<file path="src/hdl/pwdg_pkg.sv">
// ----------------------------------------------------------------------------
// pwdg_pkg
// Shared widths, register indexes and stream layout for the wait/detour gate.
// ----------------------------------------------------------------------------
package pwdg_pkg;

  localparam int MAX_IDS = 16;
  localparam int IDX_W   = $clog2(MAX_IDS);
  localparam int CNT_W   = $clog2(MAX_IDS + 1);
  localparam int ID_W    = 16;
  localparam int TIME_W  = 32;
  localparam int TICK_W  = 16;

  // configuration register indexes
  localparam int CFG_ADDR_W = 2;
  localparam logic [CFG_ADDR_W-1:0] REG_GATE_ENABLE = 2'd0;
  localparam logic [CFG_ADDR_W-1:0] REG_CLEAR_TICKS = 2'd1;
  localparam logic [CFG_ADDR_W-1:0] REG_WAIT_TICKS  = 2'd2;

  localparam logic [TICK_W-1:0] CLEAR_TICKS_RST = 16'd1000;
  localparam logic [TICK_W-1:0] WAIT_TICKS_RST  = 16'd5000;

  // item kinds
  localparam logic KIND_REPORT = 1'b0;
  localparam logic KIND_EVAL   = 1'b1;

  // modes
  localparam logic [1:0] MODE_FOLLOW = 2'd0;
  localparam logic [1:0] MODE_WAIT   = 2'd1;
  localparam logic [1:0] MODE_DETOUR = 2'd2;

  // reason codes
  localparam logic [2:0] RSN_DISABLED      = 3'd0;
  localparam logic [2:0] RSN_CORRIDOR_CLR  = 3'd1;
  localparam logic [2:0] RSN_CLEAR_HOLD    = 3'd2;
  localparam logic [2:0] RSN_ON_PATH       = 3'd3;
  localparam logic [2:0] RSN_ID_CLEAR_HOLD = 3'd4;
  localparam logic [2:0] RSN_TIMEOUT       = 3'd5;
  localparam logic [2:0] RSN_LATCHED       = 3'd6;

  // stream widths
  localparam int S_DATA_W = 56;
  localparam int M_DATA_W = 64;

endpackage

</file>
<file path="src/hdl/pwdg_span.sv">
// ----------------------------------------------------------------------------
// pwdg_span
// Shared time unit: wrapped duration now - start and its compare to a limit.
// ----------------------------------------------------------------------------
module pwdg_span (
  input  logic [pwdg_pkg::TIME_W-1:0] now,
  input  logic [pwdg_pkg::TIME_W-1:0] start,
  input  logic [pwdg_pkg::TICK_W-1:0] limit,
  output logic [pwdg_pkg::TIME_W-1:0] span,
  output logic                        reach
);

  // modulo subtract, then compare against the zero-extended limit
  assign span  = now - start;
  assign reach = span >= {{(pwdg_pkg::TIME_W - pwdg_pkg::TICK_W){1'b0}}, limit};

endmodule

</file>
<file path="src/hdl/per_id_wait_detour_gate.sv">
// ----------------------------------------------------------------------------
// per_id_wait_detour_gate
// Gathers blocking obstacle ids and, on evaluate, tracks per-id wait and
// absence times to choose follow, wait or detour mode.
// ----------------------------------------------------------------------------
// An id report (tuser 0) is taken and the block stays ready. An evaluate
// item (tuser 1) walks the 16-entry tables through one shared time
// subtract/compare unit: a match-and-prune sweep, an allocation sweep, a
// latch sweep (or a single corridor-clear step when nothing blocks) and a
// counting sweep. A final step hands the result to the output register.
// A disabled gate skips the sweeps and goes straight to the output step.
// The output step waits while an earlier result beat is still held and
// not taken. Input is not taken during an evaluation, including that wait;
// a result beat already held on the master side does not by itself hold
// back the next input item.
module per_id_wait_detour_gate (
  input  logic                              clk,
  input  logic                              rst,
  // configuration
  input  logic                              cfg_we,
  input  logic [pwdg_pkg::CFG_ADDR_W-1:0]   cfg_addr,
  input  logic [pwdg_pkg::TICK_W-1:0]       cfg_data,
  // input stream
  input  logic                              s_tvalid,
  output logic                              s_tready,
  input  logic [pwdg_pkg::S_DATA_W-1:0]     s_tdata,  // obstacle_id, now_ticks, list valid flag
  input  logic [0:0]                        s_tuser,  // kind
  // result stream
  output logic                              m_tvalid,
  input  logic                              m_tready,
  output logic [pwdg_pkg::M_DATA_W-1:0]     m_tdata   // mode, prior mode, reason,
                                                      // elapsed_wait, remaining_wait,
                                                      // blocking_count, waiting_count,
                                                      // latched_count,
                                                      // unlatched_blocking_count,
                                                      // table_overflow
);

  localparam int N  = pwdg_pkg::MAX_IDS;
  localparam int IW = pwdg_pkg::IDX_W;
  localparam int CW = pwdg_pkg::CNT_W;
  localparam int DW = pwdg_pkg::ID_W;
  localparam int TW = pwdg_pkg::TIME_W;
  localparam int KW = pwdg_pkg::TICK_W;

  typedef enum logic [2:0] {
    S_IDLE, S_SCAN, S_ALLOC, S_LATCH, S_CLR, S_COUNT, S_DONE
  } state_t;

  state_t state;

  // configuration
  logic          gate_enable;
  logic [KW-1:0] clear_ticks;
  logic [KW-1:0] wait_ticks;

  // gathered blocking set
  logic [DW-1:0] set_id [N];
  logic [N-1:0]  used;
  logic [N-1:0]  blv;

  // track table
  logic [DW-1:0] track_id     [N];
  logic [TW-1:0] wait_start   [N];
  logic [TW-1:0] absent_start [N];
  logic [N-1:0]  fw, fl, fa;
  logic [N-1:0]  inbl;
  logic [N-1:0]  found;
  logic [IW-1:0] trk_of [N];

  // control and accumulators
  logic [IW-1:0] idx;
  logic [TW-1:0] now_r;
  logic [1:0]    current_mode;
  logic [1:0]    prev_mode;
  logic          clear_armed;
  logic [TW-1:0] clear_start;
  logic          overflow_seen;
  logic          blk_br;
  logic [2:0]    reason_r;
  logic          latch_hit;
  logic          on_path;
  logic [CW-1:0] nbl, waitc, latc, unlc;
  logic [KW-1:0] max_el, min_rem;

  // combinational helpers
  logic [DW-1:0] rpt_id;
  logic          rpt_dup;
  logic          rpt_has_free;
  logic [IW-1:0] rpt_free;
  logic [N-1:0]  trk_valid;
  logic          trk_has_free;
  logic [IW-1:0] trk_free;
  logic [N-1:0]  hit_vec;
  logic          idx_last;
  logic [TW-1:0] span_start;
  logic [KW-1:0] span_limit;
  logic [TW-1:0] span;
  logic          reach;
  logic [IW-1:0] kj;
  logic          out_free;
  logic [1:0]    mode_o;
  logic [2:0]    reason_o;
  logic [KW-1:0] el_o, rem_o;
  logic [CW-1:0] waitc_o;

  assign rpt_id    = s_tdata[DW-1:0];
  assign trk_valid = fw | fl | fa;
  assign idx_last  = idx == IW'(N - 1);
  assign kj        = trk_of[idx];
  assign out_free  = !m_tvalid || m_tready;
  assign s_tready  = state == S_IDLE;

  // report lookup: duplicate check and first free set slot
  always_comb begin
    rpt_dup      = 1'b0;
    rpt_has_free = 1'b0;
    rpt_free     = '0;
    for (int j = N - 1; j >= 0; j--) begin
      if (used[j] && set_id[j] == rpt_id) rpt_dup = 1'b1;
      if (!used[j]) begin
        rpt_has_free = 1'b1;
        rpt_free     = IW'(j);
      end
    end
  end

  // first free track entry
  always_comb begin
    trk_has_free = 1'b0;
    trk_free     = '0;
    for (int i = N - 1; i >= 0; i--) begin
      if (!trk_valid[i]) begin
        trk_has_free = 1'b1;
        trk_free     = IW'(i);
      end
    end
  end

  // blocking ids that match the track entry under the sweep
  always_comb begin
    for (int j = 0; j < N; j++) begin
      hit_vec[j] = blv[j] && set_id[j] == track_id[idx];
    end
  end

  // operand select for the shared time unit
  always_comb begin
    unique case (state)
      S_SCAN: begin
        span_start = fa[idx] ? absent_start[idx] : now_r;
        span_limit = clear_ticks;
      end
      S_LATCH: begin
        span_start = wait_start[kj];
        span_limit = wait_ticks;
      end
      S_CLR: begin
        span_start = clear_armed ? clear_start : now_r;
        span_limit = clear_ticks;
      end
      default: begin
        span_start = wait_start[idx];
        span_limit = wait_ticks;
      end
    endcase
  end

  pwdg_span u_span (
    .now   (now_r),
    .start (span_start),
    .limit (span_limit),
    .span  (span),
    .reach (reach)
  );

  // result fields
  always_comb begin
    mode_o   = current_mode;
    reason_o = reason_r;
    el_o     = '0;
    rem_o    = '1;
    waitc_o  = '0;
    if (blk_br) begin
      waitc_o = waitc;
      if (waitc != '0) begin
        mode_o   = pwdg_pkg::MODE_WAIT;
        reason_o = on_path ? pwdg_pkg::RSN_ON_PATH : pwdg_pkg::RSN_ID_CLEAR_HOLD;
        el_o     = max_el;
        rem_o    = min_rem;
      end else begin
        mode_o   = pwdg_pkg::MODE_DETOUR;
        reason_o = latch_hit ? pwdg_pkg::RSN_TIMEOUT : pwdg_pkg::RSN_LATCHED;
      end
    end
  end

  // sequencer, tables and output register
  always_ff @(posedge clk) begin
    if (rst) begin
      state         <= S_IDLE;
      gate_enable   <= 1'b1;
      clear_ticks   <= pwdg_pkg::CLEAR_TICKS_RST;
      wait_ticks    <= pwdg_pkg::WAIT_TICKS_RST;
      used          <= '0;
      fw            <= '0;
      fl            <= '0;
      fa            <= '0;
      current_mode  <= pwdg_pkg::MODE_FOLLOW;
      clear_armed   <= 1'b0;
      clear_start   <= '0;
      overflow_seen <= 1'b0;
      m_tvalid      <= 1'b0;
      idx           <= '0;
    end else begin
      // output valid: loaded by the final step, dropped once taken
      if (state == S_DONE && out_free) begin
        m_tvalid <= 1'b1;
      end else if (m_tready) begin
        m_tvalid <= 1'b0;
      end

      // register writes
      if (cfg_we) begin
        unique case (cfg_addr)
          pwdg_pkg::REG_GATE_ENABLE: gate_enable <= cfg_data[0];
          pwdg_pkg::REG_CLEAR_TICKS: clear_ticks <= cfg_data;
          pwdg_pkg::REG_WAIT_TICKS:  wait_ticks  <= cfg_data;
          default: ;
        endcase
      end

      unique case (state)
        S_IDLE: begin
          if (s_tvalid) begin
            if (s_tuser[0] == pwdg_pkg::KIND_REPORT) begin
              if (!rpt_dup) begin
                if (rpt_has_free) begin
                  set_id[rpt_free] <= rpt_id;
                  used[rpt_free]   <= 1'b1;
                end else begin
                  overflow_seen <= 1'b1;
                end
              end
            end else begin
              now_r       <= s_tdata[DW+TW-1:DW];
              blv         <= used & {N{s_tdata[DW+TW]}};
              used        <= '0;
              prev_mode   <= current_mode;
              found       <= '0;
              inbl        <= '0;
              nbl         <= '0;
              waitc       <= '0;
              latc        <= '0;
              unlc        <= '0;
              max_el      <= '0;
              min_rem     <= '1;
              latch_hit   <= 1'b0;
              on_path     <= 1'b0;
              blk_br      <= 1'b0;
              idx         <= '0;
              if (!gate_enable) begin
                current_mode <= pwdg_pkg::MODE_FOLLOW;
                fw           <= '0;
                fl           <= '0;
                fa           <= '0;
                clear_armed  <= 1'b0;
                reason_r     <= pwdg_pkg::RSN_DISABLED;
                state        <= S_DONE;
              end else begin
                state <= S_SCAN;
              end
            end
          end
        end

        // match tracked ids against the set, mark absence, prune
        S_SCAN: begin
          if (trk_valid[idx]) begin
            inbl[idx] <= |hit_vec;
            for (int j = 0; j < N; j++) begin
              if (hit_vec[j]) begin
                found[j]  <= 1'b1;
                trk_of[j] <= idx;
              end
            end
            if (|hit_vec) begin
              fa[idx] <= 1'b0;
            end else if (reach) begin
              fw[idx] <= 1'b0;
              fl[idx] <= 1'b0;
              fa[idx] <= 1'b0;
            end else begin
              if (!fa[idx]) absent_start[idx] <= now_r;
              fa[idx] <= 1'b1;
            end
          end
          idx <= idx + 1'b1;
          if (idx_last) state <= S_ALLOC;
        end

        // new wait entries for untracked blocking ids
        S_ALLOC: begin
          if (blv[idx]) begin
            nbl <= nbl + 1'b1;
            if (!found[idx]) begin
              if (trk_has_free) begin
                track_id[trk_free]   <= set_id[idx];
                wait_start[trk_free] <= now_r;
                fw[trk_free]         <= 1'b1;
                inbl[trk_free]       <= 1'b1;
                trk_of[idx]          <= trk_free;
                found[idx]           <= 1'b1;
              end else begin
                overflow_seen <= 1'b1;
              end
            end
          end
          idx <= idx + 1'b1;
          if (idx_last) begin
            state <= (nbl == '0 && !blv[idx]) ? S_CLR : S_LATCH;
          end
        end

        // nothing blocks: corridor clear timer
        S_CLR: begin
          clear_armed <= 1'b1;
          if (!clear_armed) clear_start <= now_r;
          if (reach) begin
            current_mode <= pwdg_pkg::MODE_FOLLOW;
            fw           <= '0;
            fl           <= '0;
            fa           <= '0;
            reason_r     <= pwdg_pkg::RSN_CORRIDOR_CLR;
          end else begin
            reason_r <= pwdg_pkg::RSN_CLEAR_HOLD;
          end
          state <= S_COUNT;
        end

        // latch blocking ids whose wait ran out
        S_LATCH: begin
          clear_armed <= 1'b0;
          blk_br      <= 1'b1;
          if (blv[idx]) begin
            if (found[idx]) begin
              if (!fl[kj]) begin
                if (reach) begin
                  fw[kj]    <= 1'b0;
                  fl[kj]    <= 1'b1;
                  latch_hit <= 1'b1;
                end else begin
                  unlc <= unlc + 1'b1;
                end
              end
            end else begin
              unlc <= unlc + 1'b1;
              if (wait_ticks == '0) overflow_seen <= 1'b1;
            end
          end
          idx <= idx + 1'b1;
          if (idx_last) state <= S_COUNT;
        end

        // waiting and latched counts, extreme wait times
        S_COUNT: begin
          if (fl[idx]) latc <= latc + 1'b1;
          if (fw[idx] && !fl[idx] && !reach) begin
            waitc <= waitc + 1'b1;
            if (span[KW-1:0] > max_el) max_el <= span[KW-1:0];
            if (wait_ticks - span[KW-1:0] < min_rem) min_rem <= wait_ticks - span[KW-1:0];
            if (inbl[idx]) on_path <= 1'b1;
          end
          idx <= idx + 1'b1;
          if (idx_last) state <= S_DONE;
        end

        // hand the beat to the output register
        S_DONE: begin
          if (out_free) begin
            m_tdata       <= {4'b0, overflow_seen, unlc, latc, waitc_o, nbl,
                              rem_o, el_o, reason_o, prev_mode, mode_o};
            current_mode  <= mode_o;
            overflow_seen <= 1'b0;
            state         <= S_IDLE;
          end
        end

        default: state <= S_IDLE;
      endcase
    end
  end

  // an entry is never both waiting and latched
  a_wait_latch_excl: assert property (@(posedge clk) disable iff (rst)
    (fw & fl) == '0)
    else $error("track entry both waiting and latched");

  // a new result beat only comes out of the final step
  a_beat_from_done: assert property (@(posedge clk) disable iff (rst)
    $rose(m_tvalid) |-> $past(state == S_DONE))
    else $error("result beat outside final step");

  // the overflow mark is consumed by the delivered beat
  a_ovf_cleared: assert property (@(posedge clk) disable iff (rst)
    (state == S_DONE && out_free) |=> !overflow_seen)
    else $error("overflow mark not cleared");

  // counts stay within the table size
  a_counts_bound: assert property (@(posedge clk) disable iff (rst)
    state == S_DONE |-> (waitc <= CW'(N) && latc <= CW'(N) && nbl <= CW'(N)))
    else $error("count beyond table size");

endmodule
</file>
<file path="config.mk">
export PLATFORM = sky130hd
export DESIGN_NAME = per_id_wait_detour_gate
export DESIGN_NICKNAME = d
export VERILOG_FILES = /design/src/hdl/pwdg_pkg.sv /design/src/hdl/pwdg_span.sv /design/src/hdl/per_id_wait_detour_gate.sv
export SDC_FILE = /design/constraint.sdc
export NUM_CORES = 2
export LEC_CHECK = 0
export BUFFER_PORTS_ARGS = -buffer_cell sky130_fd_sc_hd__buf_2
export CELL_PAD_IN_SITES_DETAIL_PLACEMENT = 0
export CELL_PAD_IN_SITES_GLOBAL_PLACEMENT = 1
export CORE_MARGIN = 4
export CORE_UTILIZATION = 34
export CTS_CLUSTER_DIAMETER = 50
export CTS_CLUSTER_SIZE = 10
export DETAILED_ROUTE_END_ITERATION = 8
export GPL_ROUTABILITY_DRIVEN = 0
export PLACE_DENSITY_LB_ADDON = 0.1
export SKIP_LAST_GASP = 1
export SYNTH_ARGS = -nofsm -noshare
export SYNTH_HDL_FRONTEND = slang
export SYNTH_SLANG_ARGS = --single-unit
export TNS_END_PERCENT = 20
</file>
<file path="constraint.sdc">
create_clock -name clk -period 13.95 [get_ports clk]
set_clock_uncertainty 0.05 [all_clocks]
set_input_delay 1.395 -clock clk [delete_from_list [all_inputs] [get_ports clk]]
set_output_delay 1.395 -clock clk [all_outputs]
set_load 0.005 [all_outputs]
</file>
==> results.py <==
metrics = {
    "detailed_routing": {
        "vias": 66231,
        "antenna_left": 0,
        "drt_iter0_drc": 7371,
        "first_pass_iters": 6,
        "routed_wl_um": 377000,
        "wl_per_cell_um": 33.0,
        "vias_per_cell": 5.81,
        "drc_errors": 0,
    },
    "cells_and_area": {
        "fillCellCount": 26455,
        "drive_gt1_frac": 0.195,
        "area_growth_pct": 16.2,
        "stdcell_area_um2": 112000,
        "regArea_um2": 56900,
        "multi_input_area_um2": 37600,
        "nets": 7626,
    },
    "global_route": {
        "grt-ovfl-total": 0,
        "grt_pass1_vias": 65457,
        "grt_max_degree": 97,
        "grt_antenna_before_repair": 11,
        "grt_pass1_wl_um": 526000,
        "grt.total_usage": 0.251,
    },
    "min_path": {
        "min_path_type": "reg2reg",
    },
    "place": {
        "dp_hpwl_um": 236000,
        "numPortBuffers": 134,
        "postPlaceCellArea_um2": 103000,
    },
    "floorplanning": {
        "fp.coreArea_um2": 283000,
        "fp.dieArea_um2": 293000,
        "rows": 195,
        "start_util": 0.342,
        "die_y_um": 541,
        "die_w_um": 541,
        "ios": 146,
    },
    "timing": {
        "setup_viol": 0,
        "finalMaxSlewViolations": 0,
        "worst_slew_pin_slew_ns": 1.32,
        "hold_viol": 0,
        "period_share": 0.859,
        "min_period_ns": 11.98,
        "rsz0062_at_grt": "no",
        "slew_headroom": 0.117,
        "setup_tns_ns": 0,
        "fmax_mhz": 83.5,
    },
    "pwr": {
        "seqPwrFrac": 0.285,
        "clkPwrFrac": 0.306,
        "total_power_mw": 24.1,
        "p_leak_nw": 36.4,
        "swShare": 0.393,
        "max-vdd-ir-drop_uv": 148,
        "p_per_area_nw_per_um2": 215,
        "p_switching_mw": 9.50,
        "p_comb_frac": 0.409,
        "p_int_mw": 14.7,
    },
    "cts": {
        "root_buffer": "clkbuf_16",
        "clkTransAtPathRegs_ns": 0.05,
        "cts_hold_buf": 0,
        "post_cts_buffers": 0,
        "cts.repair.resized": 0,
        "worstSkewPairLatency_ns": 0.91,
        "clock_path_buffers": 4,
        "ctsHtreeMaxLevel": 5,
        "clock_sinks": 1944,
        "tritoncts": "built",
        "cts_buffers": 299,
    },
    "yosys": {
        "yosysWarnings": 0,
        "yosys_register_bits": 1944,
        "synth.most_common_cell": "edfxtp_1",
        "synth_edf_count": 1799,
        "yosys-top-cells-area": "edfxtp_1 56%, mux4_2 11%, nand2_1 3.7%, xnor2_1 3.3%, dfxtp_1 3.0%",
        "synth_cell_types": 109,
        "syn_area_um2": 96600,
        "synth_top_cell_area_share": 0.559,
        "netlist_instances": 7226,
        "async_flop_share": 0,
        "synth_top_cell_by_area": "edfxtp_1",
        "synth_ff_type": "edfxtp_1",
        "seq_area_frac_synth": 0.589,
        "avgSynthCellArea_um2": 13.4,
        "synth_common_cells": "1799 x edfxtp_1, 941 x nand2_1, 470 x mux4_2, 384 x a21oi_1, 359 x xnor2_1",
    },
    "setup_path": {
        "cp_max_fo": 81,
        "cp.arrival_ns": 12.64,
        "crit_path_frequent_cell": "a21oi_1",
        "cpMaxStageDelayCell": "dfxtp_4",
        "path_class": "reg2reg",
        "worstSetupStartpointType": "register",
        "cp-end-kind": "register",
        "slowest_delay_ns": 1.03,
        "crit_required_ns": 14.62,
    },
    "flow_run": {
        "maxCapViolCount": 0,
    },
    "run_status": {
        "status": "completed",
    },
}
worst max-delay path: cells and delay by family, from the launching register on:
family                     cells  cell delay [ns]
and+or+nand+nor                8             2.76
DFF                            1             1.03
buffers and inverters          5             1.72
xor gates and xnor gates       1             0.77
AOI/OAI and AO/OA             14             3.16
adders and majority gates      2             0.79
muxes                          2             1.31
placed cells by master (no fill, tap or decap), types with 110 or more instances in the layout:
master     synthesis  layout
nand2_1          941     940
edfxtp_1        1799    1799
o21ai_0          146     146
a21oi_1          384     382
nand3_1          356     355
buf_2             42     133
xnor2_1          359     358
inv_1            112     110
xor2_1           248     248
nor2_1           271     236
clkbuf_16          0     305
dfxtp_1          145     138
buf_4             18     239
mux4_2           470     469
mux2i_1          198     196
area by class of cell:
type / count / area share
tap: 3743 / 0.0417
clock inverter: 152 / 0.0164
sequential: 1944 / 0.507
clock buffer: 357 / 0.0702
multi-input combinational: 4688 / 0.335
antenna: 13 / 0.000290
inverter: 118 / 0.00401
timing repair buffer: 392 / 0.0255
kinds of logic (layout without fill, tap and decap cells):
group / count (synthesis) / after routing / share of synthesized area
buffers and inverters: 597 / 1019 / 0.0269
AOI/OAI and AO/OA: 1078 / 1078 / 0.0731
other: 1 / 17 / 0.0000388
and+or+nand+nor: 2177 / 2177 / 0.106
xor gates and xnor gates: 608 / 608 / 0.0552
DFF: 1944 / 1944 / 0.589
adders and majority gates: 106 / 106 / 0.0138
muxes: 715 / 715 / 0.136
through the flow:
stage | hold slack (ns) | util | setup WS (ns) | instances
final | 0.373 | 0.397 | 1.97 | 11407
after global routing | 0.384 | 0.397 | 1.38 | 11397
after CTS | 0.375 | 0.397 | 1.89 | 11394
after detailed placement | 0.363 | 0.363 | 1.93 | 10885
after global placement | 0.358 | 0.363 | 2.02 | 10885
after floorplan | 0.350 | - | 3.29 | 7229
power by group through the flow:
stage                     registers, mW  clock network, mW  logic, mW
after global placement             6.99                  0       9.83
after CTS                          6.88               7.54       9.87
after global routing               6.89               7.80       10.6
after detailed placement           6.99                  0       9.83
final                              6.88               7.38       9.89
after floorplan                    6.89                  0       6.21
flip-flops by register name, indices dropped and copies added, names as in the netlist, 5 cells and up, named ones only:
name	cells
set_id	256
fa	16
blv	16
m_tdata	60
latc	5
wait_start	512
clear_start	32
min_rem	16
clear_ticks	16
trk_of	64
now_r	32
wait_ticks	16
nbl	5
fl	16
track_id	256
waitc	5
found	16
used	16
inbl	16
max_el	16
fw	16
absent_start	512
unlc	5
per-layer routing:
metal  vias to the layer above  track usage  routed length (um)
met3                       700       0.0386               24500
met1                     34535        0.350              164000
met2                      2729        0.396              172000
met4                         8       0.0967               16300
met5                         -            0                  50
li1                      28259            -                   -
worst paths after layout:
path | start | to | slack, ns | depth (start not counted)
setup / recovery | register | fl[10]$_SDFFE_PP0P_ | 1.97 | 32
setup reg to reg | register | fl[10]$_SDFFE_PP0P_ | 1.97 | 32
hold reg to reg | prev_mode[1]$_DFFE_PP_ | m_tdata[3]$_DFFE_PP_ | 0.37 | 0
hold / removal | prev_mode[1]$_DFFE_PP_ | m_tdata[3]$_DFFE_PP_ | 0.37 | 0
No activity file was read; power rests on OpenSTA's default activity.
